===== src/design/quaternion_orientation_integrator_defines.svh =====
// Assertion helpers for the integrator design file.
`ifndef QUATERNION_ORIENTATION_INTEGRATOR_DEFINES_SVH
`define QUATERNION_ORIENTATION_INTEGRATOR_DEFINES_SVH

// Checked on every clock edge outside reset.
`define QOI_ASSERT(lbl, prop, msg) \
  lbl: assert property (@(posedge clk) disable iff (rst) prop) \
    else $error(msg);

// Checked on every clock edge, reset included.
`define QOI_ASSERT_ALWAYS(lbl, prop, msg) \
  lbl: assert property (@(posedge clk) prop) else $error(msg);

`endif


===== src/design/qoi_pkg.sv =====
package qoi_pkg;

  localparam int COMPONENT_WIDTH_DEF = 32;
  localparam int CFG_WIDTH           = 32;
  localparam int CMD_WIDTH           = 2;
  localparam int RATE_WIDTH          = 32;
  localparam int STEP_WIDTH          = 32;
  localparam int QUAT_WIDTH          = 32;
  localparam int WIDE                = 64;
  localparam int VEC_FRAC            = 20;
  localparam int NUM_TERMS           = 12;
  localparam logic [CFG_WIDTH-1:0] START_W_RESET = 32'h4000_0000;

  typedef enum logic [1:0] {
    CMD_INTEGRATE = 2'd0,
    CMD_ROTATE    = 2'd1,
    CMD_RESTART   = 2'd2,
    CMD_UNUSED    = 2'd3
  } cmd_t;

  typedef enum logic [1:0] {
    REG_START_W = 2'd0,
    REG_START_X = 2'd1,
    REG_START_Y = 2'd2,
    REG_START_Z = 2'd3
  } reg_idx_t;

  // Product scaling applied by the multiplier
  typedef enum logic [1:0] {
    SH_NONE = 2'd0,
    SH_HALF = 2'd1,
    SH_FRAC = 2'd2,
    SH_VEC  = 2'd3
  } shift_t;

  typedef enum logic [3:0] {
    S_IDLE,
    S_HALF_GO,
    S_HALF_WAIT,
    S_TERM_GO,
    S_TERM_WAIT,
    S_SUM,
    S_SCALE,
    S_SQ_GO,
    S_SQ_WAIT,
    S_SQRT_GO,
    S_SQRT_WAIT,
    S_DIV_GO,
    S_DIV_WAIT,
    S_COMMIT,
    S_OUT
  } state_t;

  // One Hamilton product term: coefficient (a,b,c), quaternion part, target, sign
  typedef struct packed {
    logic [1:0] coef;
    logic [1:0] qsel;
    logic [1:0] dest;
    logic       sub;
  } term_t;

  function automatic term_t term_of(input logic [3:0] t);
    term_t r;
    unique case (t)
      4'd0:    r = '{2'd0, 2'd1, 2'd0, 1'b1};
      4'd1:    r = '{2'd1, 2'd2, 2'd0, 1'b1};
      4'd2:    r = '{2'd2, 2'd3, 2'd0, 1'b1};
      4'd3:    r = '{2'd0, 2'd0, 2'd1, 1'b0};
      4'd4:    r = '{2'd1, 2'd3, 2'd1, 1'b0};
      4'd5:    r = '{2'd2, 2'd2, 2'd1, 1'b1};
      4'd6:    r = '{2'd0, 2'd3, 2'd2, 1'b1};
      4'd7:    r = '{2'd1, 2'd0, 2'd2, 1'b0};
      4'd8:    r = '{2'd2, 2'd1, 2'd2, 1'b0};
      4'd9:    r = '{2'd0, 2'd2, 2'd3, 1'b0};
      4'd10:   r = '{2'd1, 2'd1, 2'd3, 1'b1};
      4'd11:   r = '{2'd2, 2'd0, 2'd3, 1'b0};
      default: r = '{2'd0, 2'd0, 2'd0, 1'b0};
    endcase
    return r;
  endfunction

endpackage


===== src/design/qoi_sqrt.sv =====
// Integer square root of a 64-bit value, one result bit per cycle.
module qoi_sqrt import qoi_pkg::*; (
  input  logic            clk,
  input  logic            rst,
  input  logic            start,
  input  logic [WIDE-1:0] x,
  output logic            done,
  output logic [31:0]     root
);

  logic [WIDE-1:0] rad, res, bit_v, trial;
  logic [4:0]      k;
  logic            busy;

  always_comb begin
    bit_v = 64'd1 << (6'd62 - {k, 1'b0});
    trial = res + bit_v;
  end

  assign root = res[31:0];

  always_ff @(posedge clk) begin
    if (rst) begin
      busy <= 1'b0;
      done <= 1'b0;
    end else begin
      done <= 1'b0;
      if (start) begin
        rad  <= x;
        res  <= '0;
        k    <= 5'd0;
        busy <= 1'b1;
      end else if (busy) begin
        if (rad >= trial) begin
          rad <= rad - trial;
          res <= (res >> 1) + bit_v;
        end else begin
          res <= res >> 1;
        end
        k <= k + 5'd1;
        if (k == 5'd31) begin
          busy <= 1'b0;
          done <= 1'b1;
        end
      end
    end
  end

endmodule


===== config.mk =====
export PLATFORM = sky130hd
export DESIGN_NAME = qoi_sqrt
export DESIGN_NICKNAME = d
export VERILOG_FILES = /design/src/design/quaternion_orientation_integrator_defines.svh /design/src/design/qoi_pkg.sv /design/src/design/qoi_sqrt.sv
export SDC_FILE = /design/constraint.sdc
export NUM_CORES = 1
export LEC_CHECK = 0
export ABC_AREA = 1
export BUFFER_PORTS_ARGS = -buffer_cell sky130_fd_sc_hd__buf_2
export CAP_MARGIN = 20
export CORE_MARGIN = 3
export CORE_UTILIZATION = 36
export CTS_CLUSTER_DIAMETER = 50
export CTS_CLUSTER_SIZE = 24
export DETAILED_ROUTE_END_ITERATION = 8
export GPL_TIMING_DRIVEN = 0
export PLACE_DENSITY = 0.62
export SLEW_MARGIN = 15
export SYNTH_ARGS = -nofsm -noshare
export SYNTH_HDL_FRONTEND = slang
export SYNTH_SLANG_ARGS = --single-unit

===== constraint.sdc =====
create_clock -name clk -period 8.7 [get_ports clk]
set_input_delay 1.74 -clock clk [delete_from_list [all_inputs] [get_ports clk]]
set_output_delay 1.74 -clock clk [all_outputs]
set_load 0.01 [all_outputs]

==> impl_metrics.py <==
metrics = {
    "synthesis": {
        "synth.most_common_cell": "nand2_1",
        "ys_types": 52,
        "yosysTopAreaCell": "edfxtp_1",
        "yosysWarnings": 0,
        "synth_nets": 3434,
        "synthArstFlopShare_pct": 0,
        "synth.yosys.seq_area_share_pct": 21.31,
        "synth_edf_count": 133,
        "synth_top_area_share_pct": 21.10,
        "synth_common_cells": "nand2_1 (965), inv_1 (474), nor2_1 (470), a21oi_1 (213), nand3_1 (206)",
        "syn-cell-area_um2": 18930,
        "yosys_register_bits": 135,
        "synth_area_leaders": "edfxtp_1 (21%), nand2_1 (19%), inv_1 (9.4%), nor2_1 (9.3%), ha_1 (8.8%)",
        "syn_inst": 3233,
        "avgSynthCellArea_um2": 5.855,
        "synthFlopType": "edfxtp_1",
    },
    "worst_setup_path": {
        "arrival_ns": 6.96,
        "rr_endpoint": "rad[51]",
        "crit_fanout": 30,
        "r2r_setup_slack_ns": 1.93,
        "r2r_start": "k[0]",
        "worstSetupStartpointType": "register",
        "endpoint_kind": "register",
        "required_ns": 8.89,
        "r2r_cells": 25,
        "max_stage_delay_ns": 0.62,
        "crit_type": "reg -> reg",
        "worst_path_most_repeated_cell": "nand2_1",
        "cp_slowest_cell": "nor3_1",
    },
    "sta": {
        "hold_ws_ns": 0.5362,
        "setup_viol": 0,
        "worst_pin_slew_ns": 1.103,
        "period_needed_ns": 6.768,
        "fmax_mhz": 147.7,
        "finClkSkew_ns": 0.01968,
        "finalCritPeriodShare_pct": 77.80,
        "slew_headroom_pct": 26.48,
        "hold_violations": 0,
        "setup_slack_ns": 1.932,
        "rsz0062_at_grt": "false",
        "slew_violations": 0,
    },
    "detailed_routing": {
        "postRouteAntennaNets": 0,
        "via_per_inst": 5.308,
        "drc": 0,
        "drt_iter0_markers": 1995,
        "num_vias": 21490,
        "wl_per_cell_um": 19.19,
        "drt-total-wl_um": 77700,
        "firstDrtPassIters": 7,
    },
    "floorplan": {
        "die_h_um": 235.3,
        "dieWidth_um": 235.3,
        "io-pin-count": 100,
        "start_util_pct": 36.60,
        "num_rows": 83,
        "fp.dieArea_um2": 55370,
        "core_area_um2": 51720,
    },
    "grt": {
        "grt.total_usage_pct": 27.42,
        "first_global_vias": 20440,
        "grt_overflow": 0,
        "antenna_found_initial": 1,
        "grt_max_degree": 31,
        "grt_pass1_wl_um": 116000,
    },
    "cells_and_area": {
        "nets": 3556,
        "instances_no_fill": 4049,
        "area_growth_pct": 10.87,
        "drive_gt1_share_pct": 7.423,
        "finalInstanceArea_um2": 20990,
    },
    "min_path": {
        "min_from": "busy",
        "whs_endpoint": "done",
        "hold_depth": 2,
        "hp-class": "reg -> reg",
    },
    "pwr": {
        "p_leak_nw": 9.259,
        "power_w": 0.002747,
        "ir_drop_v": 0.0001498,
        "pwr_density_cell_nw_per_um2": 130.9,
    },
    "clock_tree": {
        "cts_buffers": 17,
        "clkSinkCount": 135,
        "worst_skew_pair.late_latency_ns": 0.50,
        "post_cts_buffers": 0,
        "root_buffer": "clkbuf_16",
        "cts_tree": "built",
        "htreeDepth": 4,
        "cts_resized": 0,
        "cts_buffer_depth": 2,
        "cts_hold_buffers": 0,
        "clk_pin_slew_ns": 0.08,
    },
    "placed_design": {
        "dp_slack_ns": 2.155,
        "placed_area_um2": 20410,
        "place.detailed.hpwl_um": 65830,
        "dpl.cell_count": 4016,
        "place.gp.congestion": 0.9801,
        "io_buffers": 98,
    },
    "flow_run": {
        "drv_cap": 0,
    },
    "status": {
        "outcome": "finished clean",
    },
}
per-stage QoR:
stage,setup TNS [ns],utilization [%]
2_1_floorplan,0,-
3_3_place_gp,-170.31,39.20
3_5_place_dp,0,39.47
4_1_cts,0,40.57
5_1_grt,0,40.57
6_report,0,40.58
cell families after synthesis:
kind of cell | count (synthesis) | synth area share, %
xor gates and xnor gates | 61 | 2.823
buffers and inverters | 555 | 11.81
and+or+nand+nor | 1837 | 40.35
DFF | 135 | 21.31
adders and majority gates | 134 | 8.897
AOI/OAI and AO/OA | 511 | 14.81
area by class of cell:
| cell class | count | area (um^2) |
|---|---|---|
| Fill cell | 5816 | 30730 |
| Multi-Input combinational cell | 2543 | 12680 |
| Clock inverter | 15 | 147.6 |
| Buffer | 67 | 400.4 |
| Sequential cell | 135 | 4034 |
| Antenna cell | 1 | 2.502 |
| Clock buffer | 17 | 425.4 |
| Tap cell | 680 | 850.8 |
| Inverter | 488 | 1834 |
| Timing Repair Buffer | 103 | 613.1 |
worst max-delay path by stage:
stage / start / endpoint / slack [ns] / cells past startpoint
floorplan: start / rad[0] / 0.94 / 5
global placement: start / rad[55] / -2.67 / 5
detailed placement: k[0] / rad[55] / 2.15 / 25
CTS: k[0] / rad[51] / 2.11 / 25
global route: k[0] / rad[51] / 1.61 / 25
finish: k[0] / rad[51] / 1.93 / 25
critical path, delay by kind of cell, from the launching register on:
kind,cells,cell delay [ns]
and+or+nand+nor,12,2.61
AOI/OAI and AO/OA,5,1.36
adders and majority gates,3,1.07
buffers and inverters,5,0.93
DFF,1,0.47
where the power goes:
group	switching, W	internal [W]	leakage (nW)
logic	0.000757	0.000364	7.68
clock network	0.000367	0.000381	0.283
registers	0.0000770	0.000801	1.30
registers in the layout (all words and copies together), names as in the netlist:
| register | cells |
|---|---|
| rad | 64 |
| res | 64 |
| k | 5 |
| busy | 1 |
| done | 1 |
cells in the final DEF, fill, tap and decap left out, types with 39 or more instances in the layout:
| master | count |
|---|---|
| buf_2 | 109 |
| nor2_1 | 469 |
| nor3_1 | 73 |
| nand3_1 | 206 |
| ha_1 | 133 |
| xnor2_1 | 39 |
| edfxtp_1 | 133 |
| inv_1 | 474 |
| nand2_1 | 965 |
| o21ai_0 | 177 |
| a21oi_1 | 212 |
layer usage:
| layer | vias up | track usage (%) | share of wire, % |
|---|---|---|---|
| li1 | 10720 | - | - |
| met1 | 9679 | 35.43 | 42 |
| met2 | 922 | 45.01 | 45 |
| met3 | 174 | 3.374 | 7.2 |
| met4 | 0 | 14.12 | 5.4 |
| met5 | - | 0 | 0 |
No activity file was read; power rests on OpenSTA's default activity.
