$ cat src/design/quaternion_orientation_integrator_defines.svh
// Assertion helpers for the integrator design file.
`ifndef QUATERNION_ORIENTATION_INTEGRATOR_DEFINES_SVH
`define QUATERNION_ORIENTATION_INTEGRATOR_DEFINES_SVH

// Checked on every clock edge outside reset.
`define QOI_ASSERT(lbl, prop, msg) \
  lbl: assert property (@(posedge clk) disable iff (rst) prop) \
    else $error(msg);

// Checked on every clock edge, reset included.
`define QOI_ASSERT_ALWAYS(lbl, prop, msg) \
  lbl: assert property (@(posedge clk) prop) else $error(msg);

`endif

$ cat src/design/qoi_pkg.sv
package qoi_pkg;

  localparam int COMPONENT_WIDTH_DEF = 32;
  localparam int CFG_WIDTH           = 32;
  localparam int CMD_WIDTH           = 2;
  localparam int RATE_WIDTH          = 32;
  localparam int STEP_WIDTH          = 32;
  localparam int QUAT_WIDTH          = 32;
  localparam int WIDE                = 64;
  localparam int VEC_FRAC            = 20;
  localparam int NUM_TERMS           = 12;
  localparam logic [CFG_WIDTH-1:0] START_W_RESET = 32'h4000_0000;

  typedef enum logic [1:0] {
    CMD_INTEGRATE = 2'd0,
    CMD_ROTATE    = 2'd1,
    CMD_RESTART   = 2'd2,
    CMD_UNUSED    = 2'd3
  } cmd_t;

  typedef enum logic [1:0] {
    REG_START_W = 2'd0,
    REG_START_X = 2'd1,
    REG_START_Y = 2'd2,
    REG_START_Z = 2'd3
  } reg_idx_t;

  // Product scaling applied by the multiplier
  typedef enum logic [1:0] {
    SH_NONE = 2'd0,
    SH_HALF = 2'd1,
    SH_FRAC = 2'd2,
    SH_VEC  = 2'd3
  } shift_t;

  typedef enum logic [3:0] {
    S_IDLE,
    S_HALF_GO,
    S_HALF_WAIT,
    S_TERM_GO,
    S_TERM_WAIT,
    S_SUM,
    S_SCALE,
    S_SQ_GO,
    S_SQ_WAIT,
    S_SQRT_GO,
    S_SQRT_WAIT,
    S_DIV_GO,
    S_DIV_WAIT,
    S_COMMIT,
    S_OUT
  } state_t;

  // One Hamilton product term: coefficient (a,b,c), quaternion part, target, sign
  typedef struct packed {
    logic [1:0] coef;
    logic [1:0] qsel;
    logic [1:0] dest;
    logic       sub;
  } term_t;

  function automatic term_t term_of(input logic [3:0] t);
    term_t r;
    unique case (t)
      4'd0:    r = '{2'd0, 2'd1, 2'd0, 1'b1};
      4'd1:    r = '{2'd1, 2'd2, 2'd0, 1'b1};
      4'd2:    r = '{2'd2, 2'd3, 2'd0, 1'b1};
      4'd3:    r = '{2'd0, 2'd0, 2'd1, 1'b0};
      4'd4:    r = '{2'd1, 2'd3, 2'd1, 1'b0};
      4'd5:    r = '{2'd2, 2'd2, 2'd1, 1'b1};
      4'd6:    r = '{2'd0, 2'd3, 2'd2, 1'b1};
      4'd7:    r = '{2'd1, 2'd0, 2'd2, 1'b0};
      4'd8:    r = '{2'd2, 2'd1, 2'd2, 1'b0};
      4'd9:    r = '{2'd0, 2'd2, 2'd3, 1'b0};
      4'd10:   r = '{2'd1, 2'd1, 2'd3, 1'b1};
      4'd11:   r = '{2'd2, 2'd0, 2'd3, 1'b0};
      default: r = '{2'd0, 2'd0, 2'd0, 1'b0};
    endcase
    return r;
  endfunction

endpackage

$ cat src/design/qoi_mul.sv
// Signed 64x64 multiply, four 32x32 partial products accumulated in turn,
// then a floor shift chosen by the scaling code, wrapped to 64 bits.
module qoi_mul import qoi_pkg::*; #(
  parameter int COMPONENT_WIDTH = COMPONENT_WIDTH_DEF
) (
  input  logic                   clk,
  input  logic                   rst,
  input  logic                   start,
  input  shift_t                 shift,
  input  logic signed [WIDE-1:0] a,
  input  logic signed [WIDE-1:0] b,
  output logic                   done,
  output logic signed [WIDE-1:0] result
);

  localparam int F    = COMPONENT_WIDTH - 2;
  localparam int HALF = 53 - F;

  logic [WIDE-1:0]   ua, ub;
  logic              neg;
  shift_t            sh;
  logic [2*WIDE-1:0] acc, acc_next;
  logic [1:0]        cnt;
  logic              busy, fin;
  logic [31:0]       pa, pb;
  logic [WIDE-1:0]   pp;
  logic [WIDE-1:0]   t;
  logic              rem;
  logic [WIDE-1:0]   res_c;

  always_comb begin
    pa = cnt[0] ? ua[63:32] : ua[31:0];
    pb = cnt[1] ? ub[63:32] : ub[31:0];
    pp = pa * pb;
    unique case ({1'b0, cnt[0]} + {1'b0, cnt[1]})
      2'd0:    acc_next = acc + {64'd0, pp};
      2'd1:    acc_next = acc + {32'd0, pp, 32'd0};
      default: acc_next = acc + {pp, 64'd0};
    endcase
  end

  always_comb begin
    unique case (sh)
      SH_NONE: begin t = acc[63:0];           rem = 1'b0;               end
      SH_HALF: begin t = acc[HALF+63:HALF];   rem = |acc[HALF-1:0];     end
      SH_FRAC: begin t = acc[F+63:F];         rem = |acc[F-1:0];        end
      default: begin t = acc[VEC_FRAC+63:VEC_FRAC]; rem = |acc[VEC_FRAC-1:0]; end
    endcase
    res_c = neg ? (64'd0 - (t + {63'd0, rem})) : t;
  end

  always_ff @(posedge clk) begin
    if (rst) begin
      busy <= 1'b0;
      fin  <= 1'b0;
      done <= 1'b0;
    end else begin
      done <= 1'b0;
      if (start) begin
        ua   <= a[WIDE-1] ? 64'd0 - a : a;
        ub   <= b[WIDE-1] ? 64'd0 - b : b;
        neg  <= a[WIDE-1] ^ b[WIDE-1];
        sh   <= shift;
        acc  <= '0;
        cnt  <= 2'd0;
        busy <= 1'b1;
      end else if (busy) begin
        acc <= acc_next;
        cnt <= cnt + 2'd1;
        if (cnt == 2'd3) begin
          busy <= 1'b0;
          fin  <= 1'b1;
        end
      end else if (fin) begin
        fin    <= 1'b0;
        done   <= 1'b1;
        result <= res_c;
      end
    end
  end

endmodule

$ cat config.mk
export PLATFORM = sky130hd
export DESIGN_NAME = qoi_mul
export DESIGN_NICKNAME = d
export VERILOG_FILES = /design/src/design/quaternion_orientation_integrator_defines.svh /design/src/design/qoi_pkg.sv /design/src/design/qoi_mul.sv
export SDC_FILE = /design/constraint.sdc
export NUM_CORES = 2
export LEC_CHECK = 0
export BUFFER_PORTS_ARGS = -buffer_cell sky130_fd_sc_hd__clkbuf_2
export CAP_MARGIN = 25
export CORE_MARGIN = 2
export CORE_UTILIZATION = 45
export CTS_CLUSTER_DIAMETER = 30
export DETAILED_ROUTE_END_ITERATION = 16
export GPL_ROUTABILITY_DRIVEN = 0
export PLACE_DENSITY_LB_ADDON = 0.08
export SLEW_MARGIN = 20
export SYNTH_ARGS = -nofsm -noshare
export SYNTH_HDL_FRONTEND = slang
export SYNTH_SLANG_ARGS = --single-unit
$ cat constraint.sdc
create_clock -name clk -period 37.2 [get_ports clk]
set_input_delay 3.72 -clock clk [delete_from_list [all_inputs] [get_ports clk]]
set_output_delay 3.72 -clock clk [all_outputs]
set_load 0.01 [all_outputs]
==> metrics.yaml <==
logic_synthesis:
  ys_top_cells_by_count: "inv_1, fa_1, nor2_1"
  ys.warnings.count: 0
  synth.most_common_cell: "inv_1"
  synth_edf_count: 291
  synth_area_sq_um: 61800
  synth_flop_cell: "edfxtp_1"
  ys_seq_elements: 294
  avgSynthCellArea_sq_um: 8.850
  seq_area_frac_synth_pct: 14.24
  yosys.area.top_type_share_pct: 29.12
  syn_nets: 8511
  synthCells: 6983
  synthArstFlopShare_pct: 0
  yosys-top-cells-area: "fa_1, edfxtp_1, ha_1, inv_1, nor2_1"
  synth_top_cell_by_area: "fa_1"
  yosysUniqueCellTypes: 86
global_routing:
  antenna_found_initial: 12
  grt-ovfl-total: 0
  track_usage_pct: 32.50
  grt_pass1_vias: 52943
  grt_max_degree: 77
  grt_pass1_wl_um: 341500
route:
  drt_wl_total_um: 229400
  vias_per_cell: 6.018
  wl_per_cell_um: 25.79
  ant_nets: 0
  drcViolationCount: 0
  initialDrtViolationCount: 5538
  num_vias: 53517
  first_pass_iters: 9
setup_path:
  worst_ep_arrival_time_ns: 14.13
  path_common_cell: "fa_1"
  crit_path_top_delay_cell: "mux2i_4"
  worstPathRequired_ns: 37.60
  max_stage_delay_ns: 0.93
  crit_buf_inv: 6
  worstSetupStartpointType: "flip-flop"
  cp-end-kind: "flip-flop"
  crit_family: "adder cells"
  critPathKind: "flip-flop to flip-flop"
  worstPathMaxFanout: 61
sta:
  max_freq_mhz: 72.84
  min_period_ns: 13.73
  fin_setup_tns_ns: 0
  slew_headroom_pct: 26.52
  slew_viol_final: 0
  rsz0062_at_grt: "false"
  hold_violations: 0
  finalCritPeriodShare_pct: 36.91
  worstMarginPinSlew_ns: 1.098
  setup_viol: 0
  fin_skew_ns: 0.06309
finish:
  area_growth_pct: 9.496
  fillers: 12976
  multi_input_area_sq_um: 48200
  drive_gt1_share_pct: 9.626
  seq_area_sq_um: 8798
  nets: 8565
clock_network:
  cts-resized-gates: 0
  cts_tree: "done"
  clk_pin_slew_ns: 0.04
  h-tree-depth: 3
  postCtsSetupRepairBufs: 0
  clk_latency_ns: 0.71
  cts_buffers: 84
  root_buffer: "clkbuf_16"
  hold_buffers: 0
  cts_sinks: 294
  cts_buffer_depth: 3
floorplanning:
  die_x_um: 374.6
  dieArea_sq_um: 140300
  initial_core_util_pct: 45.50
  core_area_sq_um: 135800
  rows: 135
  dieHeight_um: 374.6
  io_pins: 198
run:
  maxCapViolCount: 0
placed_design:
  portBuffers: 197
  hpwl_um: 180400
run_status:
  status: "completed"
min_path:
  hold_path.class: "flip-flop to flip-flop"
## placed cells by master (no fill, tap or decap), drive strengths merged, types with 42 or more instances in the layout
cell type     n
mux2         64
nor2        804
ha          496
buf         114
o31ai        58
xnor2       294
o21ai       240
mux2i        71
nand3        70
inv        1025
a21o        192
mux4         64
nor3         73
nand2       738
nand2b       43
clkbuf      290
edfxtp      291
a221oi       42
o21bai       55
xor2         92
a21oi       379
clkinv       46
nand4        83
fa          899
## metal layers
| metal | vias up | track usage, % | share of wire (%) |
|---|---|---|---|
| li1 | 23437 | - | - |
| met1 | 26986 | 44.57 | 41 |
| met2 | 2554 | 49.14 | 44 |
| met3 | 538 | 7.003 | 9.5 |
| met4 | 2 | 14.93 | 5.2 |
| met5 | - | 0 | 0.0061 |
## cell families (layout without fill, tap and decap cells)
group	Yosys count	count (layout)	share of synthesized area, %
fa+ha+maj	1395	1395	39.17
buf+inv	1359	1482	8.257
flops	294	294	14.24
simple gates	2062	2062	14.70
mux	199	199	4.649
other cells	0	6	0
xor+xnor	387	387	5.507
compound gates	1287	1287	13.49
## final timing paths
check                       startpoint                     to  slack (ns)  cells after the start
hold reg to reg        busy$_SDFF_PP0_        done$_SDFF_PP0_        0.48                      1
setup / recovery  cnt[0]$_SDFFCE_PP0P_  acc[68]$_SDFFCE_PP0P_       23.47                     39
setup reg to reg  cnt[0]$_SDFFCE_PP0P_  acc[68]$_SDFFCE_PP0P_       23.47                     39
hold / removal         busy$_SDFF_PP0_        done$_SDFF_PP0_        0.48                      1
## stage by stage
stage | area [sq um] | instances | hold WS [ns] | worst slack [ns] | utilization [%]
6_report | 67670 | 8893 | 0.4764 | 23.47 | 49.83
5_1_grt | 67650 | 8887 | 0.5217 | 22.86 | 49.81
4_1_cts | 67610 | 8885 | 0.4812 | 23.78 | 49.79
3_5_place_dp | 64870 | 8730 | 0.4661 | 23.82 | 47.77
3_3_place_gp | 64810 | 8725 | 0.4648 | 23.87 | 47.72
2_1_floorplan | 61800 | 6983 | 0.4203 | 25.55 | -
## registers in the layout, summed over array words and instances, names as in the netlist
register	flops
cnt	2
sh	2
fin	1
result	64
ub	64
done	1
neg	1
ua	64
busy	1
acc	94
## layout make-up
class	instances	area share (%)
Clock inverter	61	0.8913
Sequential cell	294	13.00
Tap cell	1781	3.293
Inverter	1017	5.645
Multi-Input combinational cell	5330	71.24
Antenna cell	6	0.02219
Clock buffer	94	3.162
Timing Repair Buffer	310	2.748
Power is left out: the tool's default activity adds up to more than one toggle a clock period on the data nets, which glitch-free logic cannot reach.
