File: config.mk
export PLATFORM = sky130hd
export DESIGN_NAME = qoi_div
export DESIGN_NICKNAME = d
export VERILOG_FILES = /design/src/design/quaternion_orientation_integrator_defines.svh /design/src/design/qoi_pkg.sv /design/src/design/qoi_div.sv
export SDC_FILE = /design/constraint.sdc
export NUM_CORES = 1
export LEC_CHECK = 0
export BUFFER_PORTS_ARGS = -buffer_cell sky130_fd_sc_hd__buf_2
export CAP_MARGIN = 20
export CORE_AREA = 4 4 117 119
export CTS_BUF_LIST = sky130_fd_sc_hd__clkbuf_8
export DETAILED_ROUTE_END_ITERATION = 7
export DIE_AREA = 0 0 121 123
export PLACE_DENSITY = 0.79
export SYNTH_ARGS = -nofsm -noshare
export SYNTH_HDL_FRONTEND = slang
export SYNTH_SLANG_ARGS = --single-unit
File: constraint.sdc
create_clock -name clk -period 4.47 [get_ports clk]
set_clock_uncertainty 0.05 [all_clocks]
set_input_delay 0.2235 -clock clk [delete_from_list [all_inputs] [get_ports clk]]
set_output_delay 0.2235 -clock clk [all_outputs]
set_load 0.01 [all_outputs]
File: src/design/quaternion_orientation_integrator_defines.svh
// Assertion helpers for the integrator design file.
`ifndef QUATERNION_ORIENTATION_INTEGRATOR_DEFINES_SVH
`define QUATERNION_ORIENTATION_INTEGRATOR_DEFINES_SVH

// Checked on every clock edge outside reset.
`define QOI_ASSERT(lbl, prop, msg) \
  lbl: assert property (@(posedge clk) disable iff (rst) prop) \
    else $error(msg);

// Checked on every clock edge, reset included.
`define QOI_ASSERT_ALWAYS(lbl, prop, msg) \
  lbl: assert property (@(posedge clk) prop) else $error(msg);

`endif

File: src/design/qoi_pkg.sv
package qoi_pkg;

  localparam int COMPONENT_WIDTH_DEF = 32;
  localparam int CFG_WIDTH           = 32;
  localparam int CMD_WIDTH           = 2;
  localparam int RATE_WIDTH          = 32;
  localparam int STEP_WIDTH          = 32;
  localparam int QUAT_WIDTH          = 32;
  localparam int WIDE                = 64;
  localparam int VEC_FRAC            = 20;
  localparam int NUM_TERMS           = 12;
  localparam logic [CFG_WIDTH-1:0] START_W_RESET = 32'h4000_0000;

  typedef enum logic [1:0] {
    CMD_INTEGRATE = 2'd0,
    CMD_ROTATE    = 2'd1,
    CMD_RESTART   = 2'd2,
    CMD_UNUSED    = 2'd3
  } cmd_t;

  typedef enum logic [1:0] {
    REG_START_W = 2'd0,
    REG_START_X = 2'd1,
    REG_START_Y = 2'd2,
    REG_START_Z = 2'd3
  } reg_idx_t;

  // Product scaling applied by the multiplier
  typedef enum logic [1:0] {
    SH_NONE = 2'd0,
    SH_HALF = 2'd1,
    SH_FRAC = 2'd2,
    SH_VEC  = 2'd3
  } shift_t;

  typedef enum logic [3:0] {
    S_IDLE,
    S_HALF_GO,
    S_HALF_WAIT,
    S_TERM_GO,
    S_TERM_WAIT,
    S_SUM,
    S_SCALE,
    S_SQ_GO,
    S_SQ_WAIT,
    S_SQRT_GO,
    S_SQRT_WAIT,
    S_DIV_GO,
    S_DIV_WAIT,
    S_COMMIT,
    S_OUT
  } state_t;

  // One Hamilton product term: coefficient (a,b,c), quaternion part, target, sign
  typedef struct packed {
    logic [1:0] coef;
    logic [1:0] qsel;
    logic [1:0] dest;
    logic       sub;
  } term_t;

  function automatic term_t term_of(input logic [3:0] t);
    term_t r;
    unique case (t)
      4'd0:    r = '{2'd0, 2'd1, 2'd0, 1'b1};
      4'd1:    r = '{2'd1, 2'd2, 2'd0, 1'b1};
      4'd2:    r = '{2'd2, 2'd3, 2'd0, 1'b1};
      4'd3:    r = '{2'd0, 2'd0, 2'd1, 1'b0};
      4'd4:    r = '{2'd1, 2'd3, 2'd1, 1'b0};
      4'd5:    r = '{2'd2, 2'd2, 2'd1, 1'b1};
      4'd6:    r = '{2'd0, 2'd3, 2'd2, 1'b1};
      4'd7:    r = '{2'd1, 2'd0, 2'd2, 1'b0};
      4'd8:    r = '{2'd2, 2'd1, 2'd2, 1'b0};
      4'd9:    r = '{2'd0, 2'd2, 2'd3, 1'b0};
      4'd10:   r = '{2'd1, 2'd1, 2'd3, 1'b1};
      4'd11:   r = '{2'd2, 2'd0, 2'd3, 1'b0};
      default: r = '{2'd0, 2'd0, 2'd0, 1'b0};
    endcase
    return r;
  endfunction

endpackage

File: src/design/qoi_div.sv
// Restoring divider: num * 2^F / den with num < 2 * den, one bit per cycle.
module qoi_div import qoi_pkg::*; #(
  parameter int COMPONENT_WIDTH = COMPONENT_WIDTH_DEF
) (
  input  logic                         clk,
  input  logic                         rst,
  input  logic                         start,
  input  logic [31:0]                  num,
  input  logic [31:0]                  den,
  output logic                         done,
  output logic [COMPONENT_WIDTH-2:0]   quot
);

  localparam int F  = COMPONENT_WIDTH - 2;
  localparam int QW = F + 1;
  localparam int CW = $clog2(F);

  logic [31:0]   rem;
  logic [32:0]   rem2;
  logic          ge;
  logic [CW-1:0] k;
  logic          busy;
  logic          q0;

  always_comb begin
    q0   = num >= den;
    rem2 = {rem, 1'b0};
    ge   = rem2 >= {1'b0, den};
  end

  always_ff @(posedge clk) begin
    if (rst) begin
      busy <= 1'b0;
      done <= 1'b0;
    end else begin
      done <= 1'b0;
      if (start) begin
        rem  <= q0 ? num - den : num;
        quot <= QW'(q0);
        k    <= '0;
        busy <= 1'b1;
      end else if (busy) begin
        rem  <= ge ? 32'(rem2 - {1'b0, den}) : rem2[31:0];
        quot <= {quot[QW-2:0], ge};
        k    <= k + 1'b1;
        if (k == CW'(F - 1)) begin
          busy <= 1'b0;
          done <= 1'b1;
        end
      end
    end
  end

endmodule

==> flow_summary.html <==
<table>
<tr><th>Metric</th><th>Value</th></tr>
<tr><th colspan="2">Clock tree</th></tr>
<tr><td>Number of clock sinks</td><td>70</td></tr>
<tr><td>Hold bufs inserted after CTS</td><td>0</td></tr>
<tr><td>Buffer depth of the longest clock path</td><td>2</td></tr>
<tr><td>Total number of H-tree levels</td><td>3</td></tr>
<tr><td>Number of gates resized after CTS</td><td>0</td></tr>
<tr><td>Setup repair bufs after CTS</td><td>0</td></tr>
<tr><td>TritonCTS clock tree</td><td>done</td></tr>
<tr><td>Clock slew at reported path FFs</td><td>0.08 ns</td></tr>
<tr><td>Total clock buffers created by CTS</td><td>9</td></tr>
<tr><td>Clock latency on the worst-skew pair</td><td>0.35 ns</td></tr>
<tr><td>Cell at the root of the clock tree</td><td>sky130_fd_sc_hd__clkbuf_8</td></tr>
<tr><th colspan="2">Setup path</th></tr>
<tr><td>FF-to-FF path depth</td><td>10</td></tr>
<tr><td>RR Endpoint</td><td>rem[12]$_DFFE_PP_</td></tr>
<tr><td>Worst flop-to-flop path startpoint</td><td>rem[25]$_DFFE_PP_</td></tr>
<tr><td>Element type at the critical path end</td><td>flip-flop</td></tr>
<tr><td>Sort of element at the start of the critical path</td><td>flip-flop</td></tr>
<tr><td>Arrival time at the worst endpoint</td><td>3.50 ns</td></tr>
<tr><td>Reg-to-reg setup timing slack</td><td>0.99 ns</td></tr>
<tr><td>WS Path Type</td><td>flip-flop to flip-flop</td></tr>
<tr><td>Worst-path maximum fanout</td><td>50</td></tr>
<tr><td>Crit path required time</td><td>4.49 ns</td></tr>
<tr><th colspan="2">Floorplan</th></tr>
<tr><td>CORE AREA</td><td>0.0126 sq mm</td></tr>
<tr><td>Die area</td><td>0.0149 sq mm</td></tr>
<tr><td>Horizontal die dimension</td><td>121 um</td></tr>
<tr><td>Initial Utilization</td><td>54.3%</td></tr>
<tr><td>Vertical extent of the die</td><td>123 um</td></tr>
<tr><td>FP Rows</td><td>41</td></tr>
<tr><td>Count of boundary I/O pins</td><td>99</td></tr>
<tr><th colspan="2">Min path</th></tr>
<tr><td>Tightest Hold Check Type</td><td>input port to flip-flop</td></tr>
<tr><td>Number of cells on the worst hold path</td><td>2</td></tr>
<tr><td>WHS Endpoint</td><td>done$_SDFF_PP0_</td></tr>
<tr><td>Hold Startpoint</td><td>rst</td></tr>
<tr><th colspan="2">Timing</th></tr>
<tr><td>Count of endpoints failing hold in the final timing report</td><td>0</td></tr>
<tr><td>RSZ-0062 raised after global routing</td><td>no</td></tr>
<tr><td>Hold_ws</td><td>0.0391 ns</td></tr>
<tr><td>Setup_tns</td><td>0 ns</td></tr>
<tr><td>Worst Tran Pin Value</td><td>0.880 ns</td></tr>
<tr><td>Slew Limit Headroom</td><td>41.3%</td></tr>
<tr><td>Time the worst path needs with I/O delays and setup</td><td>3.48 ns</td></tr>
<tr><td>Max Fclk</td><td>287 MHz</td></tr>
<tr><td>Share of the cycle needed by the critical path after routing</td><td>77.9%</td></tr>
<tr><td>Total of endpoints with negative setup slack in the final report</td><td>0</td></tr>
<tr><td>Number of max-slew violations in the final report</td><td>0</td></tr>
<tr><th colspan="2">Synth</th></tr>
<tr><td>Library cell occupying the most area in the post-synthesis netlist</td><td>sky130_fd_sc_hd__edfxtp_1</td></tr>
<tr><td>Area share of xor/xnor cells in the synthesized design</td><td>6.03%</td></tr>
<tr><td>Synth unique cells</td><td>75</td></tr>
<tr><td>Cell types with the largest area share after synthesis</td><td>sky130_fd_sc_hd__edfxtp_1 (30%), sky130_fd_sc_hd__ha_1 (12%), sky130_fd_sc_hd__a21oi_1 (5.0%)</td></tr>
<tr><td>Number of enable flip-flop cells after synthesis</td><td>68</td></tr>
<tr><td>Share of Yosys cell area claimed by the top area cell type</td><td>29.9%</td></tr>
<tr><td>Prevailing post-synth register cell</td><td>sky130_fd_sc_hd__edfxtp_1</td></tr>
<tr><td>Combinational family with the most area after synthesis</td><td>compound AO/OA/AOI/OAI gates</td></tr>
<tr><td>Average footprint of a synthesized cell</td><td>8.65 sq um</td></tr>
<tr><td>Flip-flop and latch count after synthesis</td><td>70</td></tr>
<tr><td>Mapped Cells</td><td>789</td></tr>
<tr><td>Sequential cell area fraction in the yosys report</td><td>30.5%</td></tr>
<tr><td>Adder-Cell Fraction of Synth Area</td><td>12.7%</td></tr>
<tr><td>Share of synthesized flip-flops with an asynchronous set or reset</td><td>0%</td></tr>
<tr><td>Portion of netlist area occupied by mux cells</td><td>2.25%</td></tr>
<tr><td>Post-synthesis net count</td><td>924</td></tr>
<tr><td>Yosys warnings</td><td>0</td></tr>
<tr><td>Area fraction in and, or, nand and nor cells after synthesis</td><td>17.7%</td></tr>
<tr><td>Compound-Gate Fraction of Synth Area</td><td>26.1%</td></tr>
<tr><td>Mapped Area</td><td>0.00683 sq mm</td></tr>
<tr><th colspan="2">Route</th></tr>
<tr><td>Post-detailed-routing wire length</td><td>17200 um</td></tr>
<tr><td>Average wire per cell in the routed design</td><td>16.4 um</td></tr>
<tr><td>Count of antenna-violating nets left after detailed routing</td><td>0</td></tr>
<tr><td>Routed vias/inst</td><td>5.86</td></tr>
<tr><td>Detailed Routing Iterations Pass 1</td><td>6</td></tr>
<tr><td>Vias</td><td>6148</td></tr>
<tr><td>Residual DRC</td><td>0</td></tr>
<tr><td>Iter 0 DRT Violations</td><td>556</td></tr>
<tr><th colspan="2">Power and ir drop</th></tr>
<tr><td>Worst IR Drop VDD</td><td>0.139 mV</td></tr>
<tr><td>Static Leakage</td><td>3.34 nW</td></tr>
<tr><td>Power per cell area</td><td>308 mW/mm^2</td></tr>
<tr><th colspan="2">Global routing</th></tr>
<tr><td>Largest net degree at the start of global routing</td><td>88</td></tr>
<tr><td>Global routing usage summed across all routing layers</td><td>23.5%</td></tr>
<tr><td>First-pass GRT wire length</td><td>28300 um</td></tr>
<tr><td>Number of antenna violations at the first check in global routing</td><td>0</td></tr>
<tr><td>Gr ovfl total</td><td>0</td></tr>
<tr><td>Vias in the first global route</td><td>5785</td></tr>
<tr><th colspan="2">Flow run</th></tr>
<tr><td>Number of maximum-capacitance violations</td><td>0</td></tr>
<tr><th colspan="2">Placement</th></tr>
<tr><td>HPWL after detailed placement</td><td>13300 um</td></tr>
<tr><td>Number of buffers inserted by port buffering</td><td>98</td></tr>
<tr><td>GP Congestion</td><td>0.951</td></tr>
<tr><td>Placed insts</td><td>1034</td></tr>
<tr><td>Post-placement cell area</td><td>0.00745 sq mm</td></tr>
<tr><th colspan="2">Cells and area</th></tr>
<tr><td>Final layout net count</td><td>1008</td></tr>
<tr><td>Relative area change from synthesis to final layout</td><td>12.1%</td></tr>
<tr><td>Antenna cells</td><td>0</td></tr>
<tr><td>Finished Layout Cells</td><td>1050</td></tr>
<tr><td>Count of filler cells inserted in the layout</td><td>1196</td></tr>
<tr><td>Share of layout cells above drive strength 1</td><td>16.1%</td></tr>
<tr><td>Final design instance area without fill</td><td>0.00765 sq mm</td></tr>
<tr><th colspan="2">Outcome</th></tr>
<tr><td>Result of the run</td><td>completed</td></tr>
</table>
[layer usage]
metal	vias to the layer above	wire length (um)	track usage [%]
met5	-	0	0
met4	0	246	6.02
li1	3083	-	-
met3	14	1250	3.80
met2	220	7510	36.1
met1	2831	8230	34.8
[synth_stat cells (15+ instances only)]
library cell / count
sky130_fd_sc_hd__clkbuf_1: 22
sky130_fd_sc_hd__inv_1: 50
sky130_fd_sc_hd__xnor2_1: 32
sky130_fd_sc_hd__xor2_1: 15
sky130_fd_sc_hd__nor2b_1: 34
sky130_fd_sc_hd__nor2_1: 59
sky130_fd_sc_hd__a21o_1: 28
sky130_fd_sc_hd__a211oi_1: 24
sky130_fd_sc_hd__o21ai_0: 36
sky130_fd_sc_hd__a21oi_1: 68
sky130_fd_sc_hd__edfxtp_1: 68
sky130_fd_sc_hd__nand2_1: 72
sky130_fd_sc_hd__ha_1: 66
sky130_fd_sc_hd__nand3_1: 17
sky130_fd_sc_hd__a31oi_1: 26
[critical path, cell delays in order (launching register included)]
cell and delay, ns:
sky130_fd_sc_hd__edfxtp_1 0.40, sky130_fd_sc_hd__ha_1 0.38, sky130_fd_sc_hd__a21oi_1 0.17, sky130_fd_sc_hd__o21bai_1 0.09, sky130_fd_sc_hd__a21oi_1 0.27, sky130_fd_sc_hd__a21oi_1 0.12, sky130_fd_sc_hd__a2111oi_2 0.59, sky130_fd_sc_hd__o41a_4 0.62
sky130_fd_sc_hd__nor2_1 0.10, sky130_fd_sc_hd__a211oi_1 0.31, sky130_fd_sc_hd__a21oi_1 0.06
[layout make-up]
cell class                      count  area (sq um)  share of cell area [%]
Clock buffer                        9           124                    1.62
Clock inverter                      7          75.1                   0.981
Inverter                           52           195                    2.55
Multi-Input combinational cell    636          4420                    57.8
Sequential cell                    70          2080                    27.2
Tap cell                          172           215                    2.81
Timing Repair Buffer              104           536                    7.00
[placed cells by master, fill, tap and decap left out, types with 13 or more instances in the layout]
cell type	Yosys	routed
sky130_fd_sc_hd__buf_2	7	98
sky130_fd_sc_hd__nand2_1	72	72
sky130_fd_sc_hd__a21oi_1	68	68
sky130_fd_sc_hd__edfxtp_1	68	68
sky130_fd_sc_hd__ha_1	66	66
sky130_fd_sc_hd__nor2_1	59	58
sky130_fd_sc_hd__inv_1	50	51
sky130_fd_sc_hd__o21ai_0	36	36
sky130_fd_sc_hd__nor2b_1	34	34
sky130_fd_sc_hd__xnor2_1	32	32
sky130_fd_sc_hd__a21o_1	28	28
sky130_fd_sc_hd__a31oi_1	26	26
sky130_fd_sc_hd__a211oi_1	24	24
sky130_fd_sc_hd__nand3_1	17	17
sky130_fd_sc_hd__xor2_1	15	15
sky130_fd_sc_hd__o21bai_1	13	13
[cells by family after synthesis]
group / after synthesis
AOI/OAI and AO/OA: 260
and+or+nand+nor: 246
buffers and inverters: 83
DFF: 70
adders and majority gates: 68
xor gates and xnor gates: 47
muxes: 15
[flip-flops by register name, indices dropped and copies added (netlist names)]
name	cells
busy	1
done	1
k	5
quot	31
rem	32
[worst max path at each step]
| stage | cells after the start | endpoint | start |
|---|---|---|---|
| 2_1_floorplan | 4 | k[0]$_SDFFCE_PP0P_ | start |
| 3_3_place_gp | 13 | rem[7]$_DFFE_PP_ | den[17] |
| 4_1_cts | 10 | rem[17]$_DFFE_PP_ | rem[25]$_DFFE_PP_ |
| 6_report | 10 | rem[12]$_DFFE_PP_ | rem[25]$_DFFE_PP_ |
| 3_5_place_dp | 10 | rem[17]$_DFFE_PP_ | rem[25]$_DFFE_PP_ |
| 5_1_grt | 10 | rem[18]$_DFFE_PP_ | rem[25]$_DFFE_PP_ |
[per-stage QoR]
stage          util, %  setup WS (ns)  power (W)
6_report          60.9          0.986    0.00236
5_1_grt           60.9          0.639    0.00252
4_1_cts           60.9          0.964    0.00236
3_5_place_dp      59.3          0.979    0.00184
3_3_place_gp      59.3          0.995    0.00183
2_1_floorplan        -          0.249    0.00161
[power breakdown]
| part | total, W | internal, W | switching (W) |
|---|---|---|---|
| sequential | 0.000834 | 0.000802 | 0.0000319 |
| clock | 0.000516 | 0.000259 | 0.000257 |
| combinational | 0.00101 | 0.000421 | 0.000586 |
| total | 0.00236 | 0.00148 | 0.000875 |
No activity file was read; power rests on OpenSTA's default activity.
